==> src/hw/rtl/assert_macros.svh <==
// Assertion macros used by the top-level RTL file.
`ifndef ASSERT_MACROS_SVH
`define ASSERT_MACROS_SVH

// Clocked assertion, disabled while reset is asserted.
`define CBCR_ASSERT(lbl, prop, msg) \
  lbl: assert property (@(posedge clk) disable iff (!rst_n) (prop)) else $error(msg);

// Clocked assertion that also holds during reset.
`define CBCR_ASSERT_ALWAYS(lbl, prop, msg) \
  lbl: assert property (@(posedge clk) (prop)) else $error(msg);

`endif

==> src/hw/rtl/cbcr_pkg.sv <==
// Package with types, constants and helper functions of the collision response unit.
package cbcr_pkg;

  localparam int SQRT_STAGES = 32;
  localparam int DIV_STAGES  = 32;
  localparam int LINE_LEN    = SQRT_STAGES + 1 + DIV_STAGES;

  localparam logic [2:0] REG_LEFT   = 3'd0;
  localparam logic [2:0] REG_TOP    = 3'd1;
  localparam logic [2:0] REG_RIGHT  = 3'd2;
  localparam logic [2:0] REG_BOTTOM = 3'd3;
  localparam logic [2:0] REG_RADIUS = 3'd4;
  localparam logic [2:0] REG_SLIDE  = 3'd5;

  localparam logic [30:0] SLIDE_RESET = 31'd196608;
  localparam logic [63:0] ROUND_HALF  = 64'h0000_0000_0000_8000;

  typedef enum logic [2:0] {
    SIDE_NONE   = 3'd0,
    SIDE_TOP    = 3'd1,
    SIDE_BOTTOM = 3'd2,
    SIDE_LEFT   = 3'd3,
    SIDE_RIGHT  = 3'd4
  } side_t;

  typedef struct packed {
    logic               hit;
    side_t              side;
    logic               jump;
    logic               zero;
    logic signed [31:0] px;
    logic signed [31:0] py;
    logic signed [31:0] fx;
    logic signed [31:0] fy;
    logic signed [31:0] cx;
    logic signed [31:0] cy;
    logic               sx;
    logic               sy;
    logic [30:0]        mdx;
    logic [30:0]        mdy;
  } band_t;

  function automatic logic signed [31:0] sat32(input logic signed [63:0] v);
    logic signed [31:0] res;
    if (v > 64'sd2147483647) begin
      res = 32'sh7FFF_FFFF;
    end else if (v < -64'sd2147483648) begin
      res = 32'sh8000_0000;
    end else begin
      res = v[31:0];
    end
    return res;
  endfunction

endpackage

==> src/hw/rtl/cbcr_div.sv <==
// Pipelined restoring divider, one quotient bit per stage.
module cbcr_div (
  input  logic        clk,
  input  logic        en,
  input  logic [62:0] num,
  input  logic [30:0] den,
  output logic [31:0] quo
);
  import cbcr_pkg::*;

  logic [30:0] rem_r [DIV_STAGES];
  logic [31:0] lo_r  [DIV_STAGES];
  logic [31:0] q_r   [DIV_STAGES];
  logic [30:0] den_r [DIV_STAGES];

  for (genvar k = 0; k < DIV_STAGES; k++) begin : g_stage
    logic [30:0] rem_in;
    logic [31:0] lo_in;
    logic [31:0] q_in;
    logic [30:0] den_in;
    logic [31:0] t;
    logic        ge;
    logic [30:0] rem_nxt;

    always_comb begin
      if (k == 0) begin
        rem_in = num[62:32];
        lo_in  = num[31:0];
        q_in   = 32'd0;
        den_in = den;
      end else begin
        rem_in = rem_r[(k == 0) ? 0 : k - 1];
        lo_in  = lo_r[(k == 0) ? 0 : k - 1];
        q_in   = q_r[(k == 0) ? 0 : k - 1];
        den_in = den_r[(k == 0) ? 0 : k - 1];
      end
      t  = {rem_in, lo_in[31]};
      ge = t >= {1'b0, den_in};
      if (ge) begin
        rem_nxt = 31'(t - {1'b0, den_in});
      end else begin
        rem_nxt = t[30:0];
      end
    end

    always_ff @(posedge clk) begin
      if (en) begin
        rem_r[k] <= rem_nxt;
        lo_r[k]  <= {lo_in[30:0], 1'b0};
        q_r[k]   <= {q_in[30:0], ge};
        den_r[k] <= den_in;
      end
    end
  end

  assign quo = q_r[DIV_STAGES-1];

endmodule

==> config.mk <==
export PLATFORM = sky130hd
export DESIGN_NAME = cbcr_div
export DESIGN_NICKNAME = d
export VERILOG_FILES = /design/src/hw/rtl/assert_macros.svh /design/src/hw/rtl/cbcr_pkg.sv /design/src/hw/rtl/cbcr_div.sv
export SDC_FILE = /design/constraint.sdc
export NUM_CORES = 2
export LEC_CHECK = 0
export BUFFER_PORTS_ARGS = -buffer_cell sky130_fd_sc_hd__buf_2
export CAP_MARGIN = 40
export CORE_ASPECT_RATIO = 1.4
export CORE_MARGIN = 1.5
export CORE_UTILIZATION = 58
export CTS_CLUSTER_SIZE = 25
export DETAILED_ROUTE_END_ITERATION = 10
export PLACE_DENSITY = 0.77
export SLEW_MARGIN = 20
export SYNTH_ARGS = -nofsm -noshare
export SYNTH_HDL_FRONTEND = slang
export SYNTH_SLANG_ARGS = --single-unit
==> constraint.sdc <==
create_clock -name clk -period 3.5 [get_ports clk]
set_input_delay 0.175 -clock clk [delete_from_list [all_inputs] [get_ports clk]]
set_output_delay 0.175 -clock clk [all_outputs]
set_load 0.02 [all_outputs]
==> impl_metrics.yaml <==
synth:
  synth_nets: 13200
  synthAdderAreaFrac_pct: 8.75
  synth-async-reset-ratio_pct: 0
  syn_inst: 12100
  synth_edf_count: 2946
  postSynth.topFlopCell: "edfxtp_1"
  synth_compound_area_share_pct: 13.1
  synthSimpleGateAreaFrac_pct: 7.62
  syn_area_um2: 149000
  synth-seq-cells: 2946
  synth_top_family_by_area: "compound AO/OA/AOI/OAI gates"
  yosysWarnings: 0
  synth_cell_types: 103
  synthMuxAreaShare_pct: 2.49
  synth_xor_area_share_pct: 4.84
  synth-seq-area-share_pct: 59.4
  synth.avg_cell_area_um2: 12.3
clocking:
  clockBufferDepth: 4
  cts_tree: "yes"
  cts_sinks: 2946
  htree_num_levels: 5
  clkTransAtPathRegs_ns: 0.06
  cts_root_buffer: "clkbuf_16"
  numCtsBuffers: 294
  clk_latency_ns: 0.89
final_layout:
  final_cell_mix: "edfxtp_1, inv_1, ha_1, buf_4, nand2_1"
  layout_commonest_cell: "edfxtp_1"
  fillers: 17400
  seqCellArea_um2: 88500
  final_util_pct: 69.8
  drive_gt1_share_pct: 18.7
  layoutNonFillerInstCount: 17100
  nets: 14700
  area_growth_pct: 19.4
  multi_input_area_um2: 58100
global_route:
  overflow: 0
  grt_pass1_vias: 102000
  groute.usage.overall_pct: 27.3
  grt_pass1_wl_um: 556000
  antenna_found_initial: 5
  grt_max_degree: 130
sta:
  rsz0062_at_grt: "yes"
  slew_viol_final: 0
  slew_headroom_pct: 47.3
  skew_ns: 0.0553
  worstMarginPinSlew_ns: 0.784
  hold_violations: 0
  finalSetupViolCount: 115
  setup_ws_ns: -0.133
  period_minus_slack_ns: 3.63
  hold_ws_ns: 0.0718
  finalCritPeriodShare_pct: 104
  max_freq_mhz: 275
  fin_tns_setup_ns: -6.02
power:
  ir_drop_mv: 0.628
  p_leak_nw: 73.3
  cellPowerDensity_nw_per_um2: 954
route:
  post-route-drc-count: 0
  wl_per_cell_um: 21.7
  firstDrtPassIters: 8
  viasPerCell: 5.89
  vias: 101000
  wl_um: 372000
  drt_iter0_drc: 7127
  drt.antenna.violating_nets: 0
run:
  maxCapViolCount: 0
place:
  dp_slack_ns: -0.367
  dp_hpwl_um: 261000
  gp_congestion: 0.991
  place.port_buffers: 127
  dp.cells: 16200
floorplanning:
  io_pins: 128
  start_util_pct: 58.4
  die_x_um: 431
  rows: 219
  fp.dieArea_um2: 260000
  core_um2: 255000
  die_h_um: 602
setup_path:
  path_max_fanout: 8
  arrival_ns: 4.25
  worst_setup_path_end_kind: "flip-flop"
  critPathKind: "reg -> reg"
  crit_path_start_kind: "flip-flop"
  critPathRequiredTime_ns: 4.12
run_status:
  status: "finished with violations"
  violations: "negative setup slack"
worst_hold_path:
  hp-class: "in -> reg"
## cells in the mapped netlist (19+ instances only)
cell type | count | area [um^2]
a21o_1 | 518 | 3890
nand2b_1 | 123 | 769
buf_2 | 63 | 315
nand2_1 | 840 | 3150
clkbuf_1 | 133 | 499
o31ai_1 | 69 | 518
edfxtp_1 | 2946 | 88500
nor2b_1 | 150 | 938
a31o_2 | 21 | 184
o21ai_1 | 34 | 170
or3_1 | 37 | 231
and2_1 | 33 | 206
a211oi_1 | 67 | 503
a21boi_0 | 36 | 270
mux2i_1 | 25 | 250
mux2_4 | 26 | 390
o21bai_1 | 118 | 886
nand4_1 | 151 | 945
a21oi_1 | 892 | 4460
o31a_1 | 24 | 210
nor4_1 | 21 | 131
o211ai_1 | 50 | 375
inv_1 | 1236 | 4640
and4_1 | 28 | 245
nand3_1 | 134 | 671
ha_1 | 992 | 12400
o21ai_0 | 840 | 4200
fa_1 | 31 | 621
a31oi_1 | 97 | 607
nor3_1 | 114 | 571
xnor2_1 | 470 | 4120
mux2_2 | 272 | 3060
or2_2 | 32 | 200
o21a_1 | 120 | 901
nor2_1 | 618 | 2320
and3_1 | 75 | 469
a211o_1 | 25 | 219
xor2_1 | 352 | 3080
a2111oi_0 | 19 | 166
## cell families after synthesis
group                    Yosys count
flip-flops                      2946
XOR/XNOR                         822
AO/OA/AOI/OAI                   3123
adder cells (fa/ha/maj)         1023
AND/OR/NAND/NOR                 2412
buffers and inverters           1453
multiplexers                     323
## sequential cells by signal, summed over array words and instances (netlist names)
name and cells:
q_r 528, den_r 961, rem_r 961, lo_r 496
## critical path: stages (launching register included)
cell and delay [ns]:
edfxtp_1 0.52, ha_4 0.28, nor2b_4 0.13, o31ai_4 0.24, a21oi_2 0.13, o41ai_4 0.33, o21ai_2 0.11, a21o_1 0.20
a21oi_4 0.15, a2111o_1 0.24, a21oi_2 0.09, a2111oi_4 0.26, buf_6 0.21, buf_12 0.16, mux2_4 0.30
## cell type report
type | instances | area share (%)
sequential | 2946 | 49.8
antenna | 9 | 0.0127
timing repair inverter | 1 | 0.00493
clock buffer | 348 | 4.38
timing repair buffer | 1406 | 7.22
tap | 3315 | 2.33
inverter | 1238 | 2.62
clock inverter | 173 | 0.989
multi-input combinational | 7705 | 32.7
## final timing paths
check	depth (start not counted)	slack [ns]	end	start
hold reg to reg	0	0.37	q_r[1][14]	q_r[0][493]
hold / removal	2	0.07	den_r[0][20]	den[20]
setup reg to reg	14	-0.13	rem_r[0][250]	rem_r[0][218]
setup / recovery	14	-0.13	rem_r[0][250]	rem_r[0][218]
## layer usage
metal	up-vias	GRT usage [%]	wire (um)
met2	3179	53.2	204000
li1	47500	-	-
met4	2	17.5	29200
met1	48800	26.7	124000
met3	1422	3.44	14100
met5	-	0	12
## power breakdown
group	internal (W)	total [W]	switching [W]
Clock	0.0183	0.0317	0.0134
Combinational	0.0388	0.0814	0.0426
Sequential	0.0508	0.0566	0.00582
Total	0.108	0.170	0.0618
## through the flow
stage | total power (W) | area [um^2]
finish | 0.170 | 178000
global route | 0.179 | 178000
CTS | 0.162 | 173000
detailed placement | 0.126 | 160000
global placement | 0.124 | 160000
floorplan | 0.103 | 149000
## timing repair
action	4_1_cts	5_1_grt
pin swaps	111	248
cloned	25	36
hold endpoints to repair	286	1
resized for setup	269	715
endpoints found under the setup margin	677	816
hold buffers	129	1
buffers inserted	97	155
No activity file was read; power rests on OpenSTA's default activity.
