### config.mk
export PLATFORM = sky130hd
export DESIGN_NAME = cbcr_sqrt
export DESIGN_NICKNAME = d
export VERILOG_FILES = /design/src/hw/rtl/assert_macros.svh /design/src/hw/rtl/cbcr_pkg.sv /design/src/hw/rtl/cbcr_sqrt.sv
export SDC_FILE = /design/constraint.sdc
export NUM_CORES = 2
export LEC_CHECK = 0
export BUFFER_PORTS_ARGS = -buffer_cell sky130_fd_sc_hd__buf_2
export CAP_MARGIN = 10
export CORE_MARGIN = 5
export CORE_UTILIZATION = 40
export CTS_BUF_LIST = sky130_fd_sc_hd__clkbuf_8
export DETAILED_ROUTE_END_ITERATION = 6
export PLACE_DENSITY_LB_ADDON = 0.15
export SLEW_MARGIN = 20
export SYNTH_ARGS = -nofsm -noshare
export SYNTH_HDL_FRONTEND = slang
export SYNTH_SLANG_ARGS = --single-unit
### constraint.sdc
create_clock -name clk -period 4.4 [get_ports clk]
set_clock_uncertainty 0.15 [all_clocks]
set_input_delay 1.32 -clock clk [delete_from_list [all_inputs] [get_ports clk]]
set_output_delay 1.32 -clock clk [all_outputs]
set_load 0.02 [all_outputs]
### src/hw/rtl/assert_macros.svh
// Assertion macros used by the top-level RTL file.
`ifndef ASSERT_MACROS_SVH
`define ASSERT_MACROS_SVH

// Clocked assertion, disabled while reset is asserted.
`define CBCR_ASSERT(lbl, prop, msg) \
  lbl: assert property (@(posedge clk) disable iff (!rst_n) (prop)) else $error(msg);

// Clocked assertion that also holds during reset.
`define CBCR_ASSERT_ALWAYS(lbl, prop, msg) \
  lbl: assert property (@(posedge clk) (prop)) else $error(msg);

`endif

### src/hw/rtl/cbcr_pkg.sv
// Package with types, constants and helper functions of the collision response unit.
package cbcr_pkg;

  localparam int SQRT_STAGES = 32;
  localparam int DIV_STAGES  = 32;
  localparam int LINE_LEN    = SQRT_STAGES + 1 + DIV_STAGES;

  localparam logic [2:0] REG_LEFT   = 3'd0;
  localparam logic [2:0] REG_TOP    = 3'd1;
  localparam logic [2:0] REG_RIGHT  = 3'd2;
  localparam logic [2:0] REG_BOTTOM = 3'd3;
  localparam logic [2:0] REG_RADIUS = 3'd4;
  localparam logic [2:0] REG_SLIDE  = 3'd5;

  localparam logic [30:0] SLIDE_RESET = 31'd196608;
  localparam logic [63:0] ROUND_HALF  = 64'h0000_0000_0000_8000;

  typedef enum logic [2:0] {
    SIDE_NONE   = 3'd0,
    SIDE_TOP    = 3'd1,
    SIDE_BOTTOM = 3'd2,
    SIDE_LEFT   = 3'd3,
    SIDE_RIGHT  = 3'd4
  } side_t;

  typedef struct packed {
    logic               hit;
    side_t              side;
    logic               jump;
    logic               zero;
    logic signed [31:0] px;
    logic signed [31:0] py;
    logic signed [31:0] fx;
    logic signed [31:0] fy;
    logic signed [31:0] cx;
    logic signed [31:0] cy;
    logic               sx;
    logic               sy;
    logic [30:0]        mdx;
    logic [30:0]        mdy;
  } band_t;

  function automatic logic signed [31:0] sat32(input logic signed [63:0] v);
    logic signed [31:0] res;
    if (v > 64'sd2147483647) begin
      res = 32'sh7FFF_FFFF;
    end else if (v < -64'sd2147483648) begin
      res = 32'sh8000_0000;
    end else begin
      res = v[31:0];
    end
    return res;
  endfunction

endpackage

### src/hw/rtl/cbcr_sqrt.sv
// Pipelined integer square root, one result bit per stage.
module cbcr_sqrt (
  input  logic        clk,
  input  logic        en,
  input  logic [62:0] d2,
  output logic [30:0] root
);
  import cbcr_pkg::*;

  logic [62:0] n_r   [SQRT_STAGES];
  logic [63:0] res_r [SQRT_STAGES];

  for (genvar k = 0; k < SQRT_STAGES; k++) begin : g_stage
    localparam logic [63:0] BIT = 64'd1 << (62 - 2 * k);
    logic [62:0] n_in;
    logic [63:0] res_in;
    logic [63:0] trial;
    logic [62:0] n_nxt;
    logic [63:0] res_nxt;

    always_comb begin
      if (k == 0) begin
        n_in   = d2;
        res_in = 64'd0;
      end else begin
        n_in   = n_r[(k == 0) ? 0 : k - 1];
        res_in = res_r[(k == 0) ? 0 : k - 1];
      end
      trial = res_in + BIT;
      if ({1'b0, n_in} >= trial) begin
        n_nxt   = 63'({1'b0, n_in} - trial);
        res_nxt = (res_in >> 1) + BIT;
      end else begin
        n_nxt   = n_in;
        res_nxt = res_in >> 1;
      end
    end

    always_ff @(posedge clk) begin
      if (en) begin
        n_r[k]   <= n_nxt;
        res_r[k] <= res_nxt;
      end
    end
  end

  assign root = res_r[SQRT_STAGES-1][30:0];

endmodule

==> load_flow_metrics.sql <==
INSERT INTO impl_metrics (metric_group, metric, value, unit) VALUES
('outcome', 'run_status', 'complete, no violations', ''),
('cells_and_area', 'register_area', '74500', 'sq um'),
('sta', 'final.min_clock_period', '4.21', 'ns'),
('global_routing', 'maximum_number_of_pins_on_one_net_before_global_route_repair', '184', ''),
('synthesis', 'avgSynthCellArea', '12.6', 'sq um'),
('min_path', 'min-delay-path-class', 'in -> reg', ''),
('route', 'route.vias.total', '75573', ''),
('global_routing', 'grt_pass1_vias', '74488', ''),
('place', 'dp.cells', '13379', ''),
('die', 'die-area', '306000', 'sq um'),
('sta', 'hold_viol_final', '0', ''),
('setup_path', 'r2r_setup_slack', '0.19', 'ns'),
('pwr', 'netSwitchingFraction', '31.4', '%'),
('cells_and_area', 'share_of_cells_above_drive_strength_1', '9.98', '%'),
('cells_and_area', 'design.final.nets', '10504', ''),
('pwr', 'power.sequential.fraction', '47.9', '%'),
('global_routing', 'grt_first_pass_wirelength', '460000', 'um'),
('route', 'ant_nets', '0', ''),
('clock_network', 'clock-sinks', '2480', ''),
('global_routing', 'grt-ovfl-total', '0', ''),
('route', 'finalWirelength', '306000', 'um'),
('global_routing', 'gr-usage-all-layers', '19.3', '%'),
('pwr', 'p_clk_share', '29.2', '%'),
('place', 'place.detailed.hpwl', '230000', 'um'),
('pwr', 'p_int', '47.3', 'mW'),
('sta', 'setup_viol', '0', ''),
('synthesis', 'synth_largest_area_cell', 'sky130_fd_sc_hd__edfxtp_1', ''),
('job', 'total_of_max_cap_violations', '0', ''),
('pwr', 'power_frac_comb', '22.9', '%'),
('sta', 'worstMarginPinSlew', '1.04', 'ns'),
('die', 'fp.dieH', '554', 'um'),
('die', 'placement_rows', '199', ''),
('route', 'drt_pre_antenna_iters', '6', ''),
('synthesis', 'synth-async-reset-ratio', '0', '%'),
('cells_and_area', 'layout-area-overhead-vs-synth', '12.5', '%'),
('synthesis', 'yosys_most_used_dff', 'sky130_fd_sc_hd__edfxtp_1', ''),
('clock_network', 'worst_skew_pair.late_latency', '1.08', 'ns'),
('min_path', 'worstHoldPathCells', '1', ''),
('route', 'vias_per_cell', '5.34', ''),
('setup_path', 'cp_max_fo', '26', ''),
('setup_path', 'timing_worst_setup_path_type', 'reg -> reg', ''),
('route', 'route.detailed.drc', '0', ''),
('synthesis', 'number_of_enable_type_register_cells_in_the_synthesized_netlist', '2480', ''),
('synthesis', 'synth_nets', '9973', ''),
('pwr', 'vdd.ir_drop.worst', '0.000418', 'V'),
('clock_network', 'cts.reportedPaths.clkPinSlew', '0.06', 'ns'),
('setup_path', 'end_kind', 'flop', ''),
('sta', 'layout_worst_path_cycle_share', '95.6', '%'),
('setup_path', 'worst_r2r_path_depth', '11', ''),
('die', 'initial_core_util', '40.2', '%'),
('min_path', 'min_delay_startpoint', 'd2[45]', ''),
('route', 'routed_wire_length_per_instance', '21.6', 'um'),
('synthesis', 'ys_ff_latch', '2480', ''),
('clock_network', 'tritoncts', 'done', ''),
('clock_network', 'cts_inserted_buffers', '420', ''),
('sta', 'max_freq', '0.238', 'GHz'),
('setup_path', 'rr_startpoint', 'n_r[0][794]', ''),
('clock_network', 'clock_tree.buffer_depth', '4', ''),
('clock_network', 'cts-hold-fix-buffers', '0', ''),
('synthesis', 'seq_area_frac_synth', '63.0', '%'),
('setup_path', 'critical_path_arrival', '4.86', 'ns'),
('pwr', 'power.static_leakage', '50.8', 'nW'),
('min_path', 'destination_of_the_worst_hold_path', 'n_r[0][45]', ''),
('clock_network', 'cts_root_buf', 'sky130_fd_sc_hd__clkbuf_8', ''),
('pwr', 'net-switching-power', '21.6', 'mW'),
('place', 'place_ws', '-0.0673', 'ns'),
('place', 'port_buf_inserts', '95', ''),
('synthesis', 'synth_area_leaders', 'sky130_fd_sc_hd__edfxtp_1 (63%), sky130_fd_sc_hd__ha_1 (5.9%), sky130_fd_sc_hd__xnor2_1 (3.6%), sky130_fd_sc_hd__a21oi_1 (3.1%), sky130_fd_sc_hd__xor2_1 (2.7%)', ''),
('setup_path', 'timing.critical_path.from_type', 'flop', ''),
('synthesis', 'syn-cell-area', '118000', 'sq um'),
('sta', 'max_transition_viols_final', '0', '');
-- critical path, stage by stage, from the launching register on --
cell and delay [ns]:
sky130_fd_sc_hd__edfxtp_1 0.40, sky130_fd_sc_hd__ha_1 0.36, sky130_fd_sc_hd__nor2b_1 0.15, sky130_fd_sc_hd__o21ai_0 0.32, sky130_fd_sc_hd__a21oi_1 0.18, sky130_fd_sc_hd__a2111oi_0 0.61, sky130_fd_sc_hd__buf_4 0.24, sky130_fd_sc_hd__o21ai_0 0.11
sky130_fd_sc_hd__or3_1 0.40, sky130_fd_sc_hd__or3_1 0.40, sky130_fd_sc_hd__buf_4 0.24, sky130_fd_sc_hd__a21oi_1 0.34
-- cell usage after synthesis (30+ instances only) --
library cell,count
sky130_fd_sc_hd__a21oi_1,727
sky130_fd_sc_hd__nor4b_1,49
sky130_fd_sc_hd__nand3b_1,32
sky130_fd_sc_hd__inv_1,696
sky130_fd_sc_hd__xor2_1,363
sky130_fd_sc_hd__nor4_1,332
sky130_fd_sc_hd__nor2_1,692
sky130_fd_sc_hd__a211oi_1,44
sky130_fd_sc_hd__nor3_1,224
sky130_fd_sc_hd__o211ai_1,30
sky130_fd_sc_hd__mux2_2,99
sky130_fd_sc_hd__nor2b_1,77
sky130_fd_sc_hd__or2_2,30
sky130_fd_sc_hd__nand4_1,143
sky130_fd_sc_hd__o21bai_1,63
sky130_fd_sc_hd__a21o_1,247
sky130_fd_sc_hd__a31oi_1,41
sky130_fd_sc_hd__or3_1,84
sky130_fd_sc_hd__o21ai_0,325
sky130_fd_sc_hd__and3_1,50
sky130_fd_sc_hd__xnor2_1,488
sky130_fd_sc_hd__or4_1,75
sky130_fd_sc_hd__ha_1,556
sky130_fd_sc_hd__edfxtp_1,2480
sky130_fd_sc_hd__nand2b_1,105
sky130_fd_sc_hd__o21a_1,95
sky130_fd_sc_hd__o31ai_1,40
sky130_fd_sc_hd__nand3_1,162
sky130_fd_sc_hd__nand2_1,505
sky130_fd_sc_hd__clkbuf_1,169
-- metrics by stage --
stage | hold WS [ns] | power, mW | cell area, sq um
after global routing | 0.126 | 72.9 | 133000
after detailed placement | 0.279 | 49.1 | 125000
after CTS | 0.104 | 69.7 | 133000
after floorplan | 0.267 | 43.3 | 118000
final | 0.256 | 68.9 | 133000
after global placement | 0.274 | 49.1 | 125000
-- cells by family (layout without fill, tap and decap cells) --
kind of cell	count (synthesis)	in the layout	share of synthesized area, %
buffers and inverters	888	1767	2.84
multiplexers	109	109	1.03
AO/OA/AOI/OAI	1796	1796	9.33
flip-flops	2480	2480	63.0
AND/OR/NAND/NOR	2669	2669	11.6
adder cells (fa/ha/maj)	557	557	5.90
XOR/XNOR	851	851	6.31
other	1	10	0.00317
-- cell usage in the layout, fill, tap and decap left out, types with 32 or more instances in the layout --
cell                          n
sky130_fd_sc_hd__a211oi_1    44
sky130_fd_sc_hd__a21o_1     247
sky130_fd_sc_hd__a21oi_1    725
sky130_fd_sc_hd__a31oi_1     41
sky130_fd_sc_hd__and3_1      50
sky130_fd_sc_hd__buf_2       94
sky130_fd_sc_hd__buf_4      175
sky130_fd_sc_hd__clkbuf_8   422
sky130_fd_sc_hd__clkinv_1    99
sky130_fd_sc_hd__clkinv_2    68
sky130_fd_sc_hd__edfxtp_1  2480
sky130_fd_sc_hd__ha_1       556
sky130_fd_sc_hd__inv_1      822
sky130_fd_sc_hd__mux2_2      99
sky130_fd_sc_hd__nand2_1    505
sky130_fd_sc_hd__nand2b_1   105
sky130_fd_sc_hd__nand3_1    162
sky130_fd_sc_hd__nand3b_1    32
sky130_fd_sc_hd__nand4_1    143
sky130_fd_sc_hd__nor2_1     692
sky130_fd_sc_hd__nor2b_1     77
sky130_fd_sc_hd__nor3_1     223
sky130_fd_sc_hd__nor4_1     329
sky130_fd_sc_hd__nor4b_1     48
sky130_fd_sc_hd__o21a_1      95
sky130_fd_sc_hd__o21ai_0    323
sky130_fd_sc_hd__o21bai_1    63
sky130_fd_sc_hd__o31ai_1     40
sky130_fd_sc_hd__or3_1       84
sky130_fd_sc_hd__or4_1       75
sky130_fd_sc_hd__xnor2_1    488
sky130_fd_sc_hd__xor2_1     363
-- worst max-delay path by stage --
| stage | start | to | slack (ns) | cells past startpoint |
|---|---|---|---|---|
| after floorplan | n_r[1][428] | n_r[1][492] | 0.52 | 12 |
| after global placement | n_r[1][858] | n_r[1][931] | -0.19 | 11 |
| after detailed placement | n_r[1][858] | n_r[1][931] | -0.07 | 11 |
| after CTS | n_r[1][722] | n_r[1][816] | 0.05 | 12 |
| after global routing | n_r[1][535] | n_r[1][618] | 0.02 | 9 |
| final | n_r[0][794] | n_r[0][863] | 0.19 | 11 |
-- area by class of cell --
class	count	area share, %
Antenna cell	9	0.0169
Clock buffer	422	4.37
Clock inverter	348	1.73
Inverter	698	1.97
Multi-Input combinational cell	5983	30.4
Sequential cell	2480	56.0
Tap cell	3919	3.69
Timing Repair Buffer	299	1.79
-- repair_timing --
item	CTS	global route
setup buffers	0	0
pin swaps	0	0
gates resized for setup	1	4
cloned	0	0
endpoints found under the setup margin	1	33
-- routing by layer --
layer | share of wire [%] | up-vias | GRT usage, %
met5 | 0.0042 | - | 0
met4 | 2.6 | 2 | 5.23
met3 | 4.6 | 466 | 2.84
met2 | 48 | 1865 | 32.5
met1 | 45 | 37117 | 26.2
li1 | - | 36123 | -
-- power groups by stage --
stage	Sequential [mW]	Clock, mW	Combinational, mW
final	33.0	20.1	15.8
after global routing	33.3	22.1	17.5
after CTS	33.1	20.9	15.8
after detailed placement	33.5	0	15.6
after global placement	33.5	0	15.6
after floorplan	32.0	0	11.3
-- flip-flops by register name, indices dropped and copies added (netlist names) --
| register | cells |
|---|---|
| res_r | 527 |
| n_r | 1953 |
(Power assumes the default switching activity.)
